[config.mk]
export PLATFORM = sky130hd
export DESIGN_NAME = hemb_ram
export DESIGN_NICKNAME = d
export VERILOG_FILES = /design/src/hemb_ram.sv
export SDC_FILE = /design/constraint.sdc
export NUM_CORES = 1
export LEC_CHECK = 0
export BUFFER_PORTS_ARGS = -buffer_cell sky130_fd_sc_hd__clkbuf_2
export CAP_MARGIN = 0
export CORE_MARGIN = 2
export CORE_UTILIZATION = 60
export DETAILED_ROUTE_END_ITERATION = 6
export PLACE_DENSITY = 0.87
export RECOVER_POWER = 25
export REMOVE_ABC_BUFFERS = 1
export SYNTH_ARGS = -nofsm -noshare
export SYNTH_HDL_FRONTEND = slang
export SYNTH_SLANG_ARGS = --single-unit
export TNS_END_PERCENT = 50
[constraint.sdc]
create_clock -name clk_i -period 2.34 [get_ports clk_i]
set_input_delay 0.234 -clock clk_i [delete_from_list [all_inputs] [get_ports clk_i]]
set_output_delay 0.234 -clock clk_i [all_outputs]
set_load 0.01 [all_outputs]
[src/hemb_ram.sv]
// ----------------------------------------------------------------------------
// Generic simple dual-port RAM
// One write port and one read port; the read data is registered.
// ----------------------------------------------------------------------------
module hemb_ram #(
  parameter int WIDTH = 8,
  parameter int DEPTH = 16
) (
  input  logic                                   clk_i,
  input  logic                                   we_i,
  input  logic [(DEPTH > 1 ? $clog2(DEPTH) : 1)-1:0] waddr_i,
  input  logic [WIDTH-1:0]                       wdata_i,
  input  logic [(DEPTH > 1 ? $clog2(DEPTH) : 1)-1:0] raddr_i,
  output logic [WIDTH-1:0]                       rdata_o
);

  logic [WIDTH-1:0] mem_q [DEPTH];

  always_ff @(posedge clk_i) begin
    if (we_i) begin
      mem_q[waddr_i] <= wdata_i;
    end
    rdata_o <= mem_q[raddr_i];
  end

endmodule

==> metrics.md, run 1 <==
| Metric | Value |
|---|---|
| Status | `complete, no violations` |
| Hold_ws | `0.208 ns` |
| Root Buffer | `clkbuf_8` |
| H-tree lvl count | `4` |
| Critical path class | `reg -> reg` |
| PwrDens | `946 nW/um^2` |
| Largest area contributor in the netlist | `edfxtp_1` |
| Antenna cells | `0` |
| Antenna violations before repair | `0` |
| Area grow syn2layout | `18.4%` |
| DP HPWL | `5870 um` |
| Top post-synthesis cells by area | `edfxtp_1 75%, mux4_2 7.9%, mux4_1 7.1%` |
| Core region area | `8260 sq um` |
| Die ar. | `9340 sq um` |
| Max_cap viols | `0` |
| DRT Wirelength | `9750 um` |
| Req. time, crit path | `2.73 ns` |
| Vias per cell | `6.12` |
| Startpoint types | `flip-flop` |
| Share of the synthesized area in the top cell type | `74.7%` |
| CTS sink cnt | `136` |
| Clock skew | `0.00670 ns` |
| Num rows | `33` |
| Mean Syn Cell Area | `22.5 sq um` |
| DRT antenna net count | `0` |
| Slew Viols, Final | `0` |
| Synth top cells by count | `128 x edfxtp_1, 18 x mux4_2, 16 x a22oi_1, 14 x mux4_1, 13 x nor2_1` |
| Post-route core utilization | `73.8%` |
| Met2 Usage GRT | `35.2%` |
| DR vias | `2456` |
| Buffers on Ports | `25` |
| GR Util met1 | `31.4%` |
| Tmin final | `1.43 ns` |
| Hold buffers post-CTS | `0` |
| Gr ovfl total | `0` |
| # IOs | `26` |
| Clk buf depth | `2` |
| Setup violations, final | `0` |
| Sequential share of the synthesized area | `77.8%` |
| Avg WL per Cell | `24.3 um` |
| DIE WIDTH | `96.6 um` |
| Flop and latch count out of synthesis | `136` |
| Drt drc | `0` |
| Final Cycle Share | `61.3%` |
| Final hold viol count | `0` |
| Critical path arrival | `1.83 ns` |
| Detailed Route Iter0 Violations | `205` |
| Ys async rst share | `0%` |
| Most instantiated library cell after synthesis | `edfxtp_1` |
| Ys Warns | `0` |
| LEAKAGE | `2.08 nW` |
| Worst-Skew Late Latency | `0.51 ns` |
| GRT Resource Usage Total | `22.7%` |
| RSZ-0062 raised after global routing | `no` |
| CTS tree | `built` |
| Crit. End Element | `flip-flop` |
| Relative slew slack | `50.6%` |
| CTS Buf Count | `17` |
| Mapped Cells | `229` |
| Die span in y | `96.6 um` |
| Post-CTS setup repair buffer count | `0` |
| Netlist cell types | `19` |
| Ys flop type | `edfxtp_1` |
| TNS Setup | `0 ns` |
| TritonRoute pass-1 iters | `4` |
| Clk pin slew, worst setup/hold paths | `0.06 ns` |
| Nets | `301` |
| Gr busiest metal | `met2` |
| VDD IR max | `0.661 mV` |
| Largest net degree at the start of global routing | `25` |
| Worst Path Max Fanout | `1` |
| Hold Crit Class | `in -> reg` |
| GPL Wtd Cong | `0.793` |
| Fraction of layout cells with a size suffix above 1 | `28.7%` |
| Post-synthesis cell area | `5150 sq um` |
| Slew @ Worst Pin | `0.739 ns` |
| Number of global-route vias before repair | `2589` |
| Post-CTS Resized | `0` |
| First-pass GRT wire length | `15100 um` |
| Fmax | `698 MHz` |
| Initial cell density of the core | `62.3%` |
| EDFF count, synth | `128` |
| Met3 Resource Use GR | `6.65%` |
[per-layer routing]
metal	vias up	share of wire (%)
met4	0	1.7
li1	1081	-
met2	105	50
met3	14	6.6
met5	-	0
met1	1256	41
[area by class of cell]
cell class                      instances  area, sq um
Sequential cell                       136         4000
Fill cell                             476         2160
Multi-Input combinational cell         83         1060
Clock buffer                           18          418
Timing Repair Buffer                   45          279
Clock inverter                         14          205
Tap cell                              105          131
[cell families after synthesis]
logic type	after synthesis	share of synthesized area, %
flops	136	77.8
simple gates	35	3.18
mux	32	15.0
buf+inv	10	1.68
compound gates	16	2.33
[per-stage QoR]
step	power, W	instance area [sq um]	worst slack, ns	std cells
2_1_floorplan	0.00290	5060	0.613	219
3_3_place_gp	0.00303	5480	0.717	369
3_5_place_dp	0.00305	5480	0.694	369
4_1_cts	0.00580	6100	0.881	401
5_1_grt	0.00592	6090	0.879	401
6_report	0.00577	6090	0.906	401
[power breakdown]
part,internal [W],switching (W)
Combinational,0.000106,0.000145
Sequential,0.00273,0.0000192
Clock,0.00182,0.000948
Total,0.00465,0.00111
[flip-flops by register name, indices dropped and copies added (netlist names)]
register,count
mem_q,128
rdata_o,8
[worst paths after layout]
kind | cells after the start | to | from | slack (ns)
worst max-delay path | 3 | rdata_o[5] | mem_q[1][5] | 0.91
worst min-delay path | 1 | mem_q[15][2] | wdata_i[2] | 0.21
worst max register to register | 3 | rdata_o[5] | mem_q[1][5] | 0.91
worst min register to register | 3 | rdata_o[2] | mem_q[8][2] | 0.68
[worst max-delay path, cell delays in order (launching register included)]
cell      delay (ns)
edfxtp_1        0.40
mux4_1          0.54
a22oi_1         0.28
nand2_1         0.10
[cell usage in the layout, fill, tap and decap left out, types with 2 or more instances in the layout]
cell	count
mux4_2	18
nor3_1	4
nand2b_1	2
clkbuf_2	18
mux4_1	14
dfxtp_1	8
a22oi_1	16
bufinv_16	5
nand2_1	9
buf_4	19
nor2_1	13
clkinv_1	3
nand3b_1	2
clkinvlp_4	4
clkbuf_1	8
edfxtp_1	128
clkbuf_16	16
Power figures use the tool's default switching activity.
==> inputs of run 2 (changes only) <==
- CORE_UTILIZATION: 60 -> 54
- PLACE_DENSITY: 0.87 -> 0.83
- clock period: 2.34 -> 1.16 ns (I/O delays scaled with it)
==> metrics.md, run 2 (same netlist as run 1, synthesis figures left out) <==
| Metric | Value |
|---|---|
| Drt drc | `0 (unchanged)` |
| Crit. End Element | `flip-flop` |
| Flop-to-flop setup slack | `-0.14 ns (-1.05 ns)` |
| CTS Buf Count | `17 (unchanged)` |
| P_int | `0.00878 W (+89%)` |
| Area grow syn2layout | `20.0%` |
| DP HPWL | `6400 um (+9.1%)` |
| CTS tree | `built` |
| Worst hold path startpoint | `wdata_i[7]` |
| Worst-Skew Late Latency | `0.51 ns (about the same)` |
| Post-route setup slack | `-0.141 ns (-1.05 ns)` |
| Clk buf depth | `2 (unchanged)` |
| TritonRoute pass-1 iters | `5 (+1)` |
| Reg2reg end | `rdata_o[2]` |
| Hold_ws | `0.0491 ns (-0.159 ns)` |
| Setup violations, final | `8 (+8)` |
| # IOs | `26 (unchanged)` |
| Critical path arrival | `1.69 ns (-0.14 ns)` |
| Failing checks | `setup timing` |
| Avg WL per Cell | `23.2 um (-4.5%)` |
| First-pass GRT wire length | `15500 um (+2.5%)` |
| Slew Viols, Final | `0 (unchanged)` |
| Origin of the critical flop-to-flop path | `mem_q[3][2]` |
| Vias per cell | `5.85 (-4.5%)` |
| Placement Setup Slack | `-0.430 ns (-1.12 ns)` |
| Clk pin slew, worst setup/hold paths | `0.06 ns (about the same)` |
| Logic pwr share | `5.2% (+0.8 points)` |
| Most common cell after layout, fill and taps aside | `edfxtp_1` |
| Max_cap viols | `0 (unchanged)` |
| Crit path cell chain | `mux4_2, a22oi_2, nand2_1` |
| Largest net degree at the start of global routing | `17 (-32%)` |
| Critical path class | `reg -> reg` |
| Number of global-route vias before repair | `2670 (+3.1%)` |
| Most frequent cells in the layout | `128 x edfxtp_1, 32 x mux4_2, 28 x buf_4` |
| Antenna cells | `0 (unchanged)` |
| CP delay by family, top | `multiplexers` |
| Tmin final | `1.30 ns (-0.133 ns)` |
| WP buf/inv | `0 (unchanged)` |
| TNS Setup | `-0.698 ns (-0.698 ns)` |
| VDD IR max | `0.943 mV (+43%)` |
| Antenna violations before repair | `0 (unchanged)` |
| GRT Resource Usage Total | `21.6% (-1.1 points)` |
| WHS Path Cells | `1 (unchanged)` |
| Seq pwr share | `50.0% (+2.4 points)` |
| GPL Wtd Cong | `0.741 (-6.6%)` |
| Initial cell density of the core | `55.7% (-6.6 points)` |
| Startpoint types | `flip-flop` |
| Hold buffers post-CTS | `0 (unchanged)` |
| Post-CTS setup repair buffer count | `0 (unchanged)` |
| Clock network fraction of total power | `44.7% (-3.4 points)` |
| FF-to-FF path depth | `3 (unchanged)` |
| RSZ-0062 raised after global routing | `yes` |
| Gr ovfl total | `0 (unchanged)` |
| Worst Path Max Fanout | `1 (unchanged)` |
| Fraction of layout cells with a size suffix above 1 | `39.6% (+11 points)` |
| Root Buffer | `clkbuf_8` |
| PwrDens | `1790 nW/um^2 (+89%)` |
| Final hold viol count | `0 (unchanged)` |
| H-tree lvl count | `4 (unchanged)` |
| Nets | `313 (+4.0%)` |
| Slew @ Worst Pin | `0.881 ns (+0.142 ns)` |
| Switching power | `0.00229 W (+110%)` |
| Num rows | `35 (+6.1%)` |
| Worst-path cell with the longest stage delay | `mux4_2` |
| LEAKAGE | `2.07 nW (-0.46%)` |
| Die span in y | `102 um (+5.2%)` |
| Sw Share | `20.7% (+1.4 points)` |
| DR vias | `2555 (+4.0%)` |
| Largest register FFs | `128 (unchanged)` |
| Buffers on Ports | `25 (unchanged)` |
| Status | `finished, violations left` |
| CTS sink cnt | `136 (unchanged)` |
| Fmax | `769 MHz (+10%)` |
| Hold Crit Class | `in -> reg` |
| Clock skew | `0.00605 ns (-0.000647 ns)` |
| Biggest regs | `mem_q: 128 flops, rdata_o: 8 flops` |
| WHS Endpoint | `mem_q[9][7]` |
| Largest stage delay, worst path | `0.50 ns (-0.04 ns)` |
| Top reg by flops | `mem_q` |
| DRT Wirelength | `10100 um (+4.0%)` |
| Detailed Route Iter0 Violations | `223 (+8.8%)` |
| Final Cycle Share | `112% (+51 points)` |
| Die ar. | `10300 sq um (+11%)` |
| Core region area | `9240 sq um (+12%)` |
| Req. time, crit path | `1.55 ns (-1.18 ns)` |
| DRT antenna net count | `0 (unchanged)` |
| DIE WIDTH | `102 um (+5.2%)` |
| Relative slew slack | `41.1% (-9.5 points)` |
-- run 2: changes by cell type in the layout (fill, tap and decap cells not counted), sizes merged --
cell and delta:
clkbuf -2, bufinv -3, buf +14, clkinvlp +1, clkinv +2
-- run 2: power by group through the flow --
stage,logic [W],clock network (W),registers [W]
after floorplan,0.000220,0,0.00563
after global placement,0.000527,0,0.00562
after detailed placement,0.000547,0,0.00563
after CTS,0.000585,0.00503,0.00554
after global routing,0.000627,0.00523,0.00554
final,0.000581,0.00495,0.00554
-- run 2: cell type report --
class,count,area [sq um]
clock buffer,18,418
clock inverter,14,134
fill,572,3070
multi-input combinational,83,1050
sequential,136,4000
tap,129,161
timing repair buffer,57,408
-- run 2: routing by layer --
layer  vias up  wire length (um)  part of all wire, %  track usage [%]
li1       1087                 -                    -                -
met1      1330              4150                   41             28.9
met2       120              5140                   51             34.3
met3        18               707                  7.0             6.21
met4         0               140                  1.4             7.59
met5         -                 0                    0                0
-- run 2: repair_timing --
action,4_1_cts,5_1_grt
resized for setup,20,5
pin swaps,7,1
setup endpoints to repair,8,10
hold endpoints to repair,0,0
-- run 2: worst max path at each step --
stage,startpoint,endpoint,slack (ns),cells after the start
after CTS,mem_q[10][2],rdata_o[2],-0.12,3
final,mem_q[3][2],rdata_o[2],-0.14,3
after detailed placement,raddr_i[0],rdata_o[0],-0.43,5
after global routing,mem_q[3][2],rdata_o[2],-0.18,3
after floorplan,waddr_i[2],mem_q[0][0],-0.45,2
after global placement,raddr_i[0],rdata_o[0],-0.38,5
-- run 2: through the flow --
step | area (sq um) | util [%] | instances | power [W]
6_report | 6170 | 66.8 | 437 | 0.0111
4_1_cts | 6180 | 66.9 | 437 | 0.0111
5_1_grt | 6170 | 66.8 | 437 | 0.0114
3_3_place_gp | 5640 | 61.0 | 405 | 0.00615
2_1_floorplan | 5060 | - | 219 | 0.00586
3_5_place_dp | 5640 | 61.0 | 405 | 0.00618
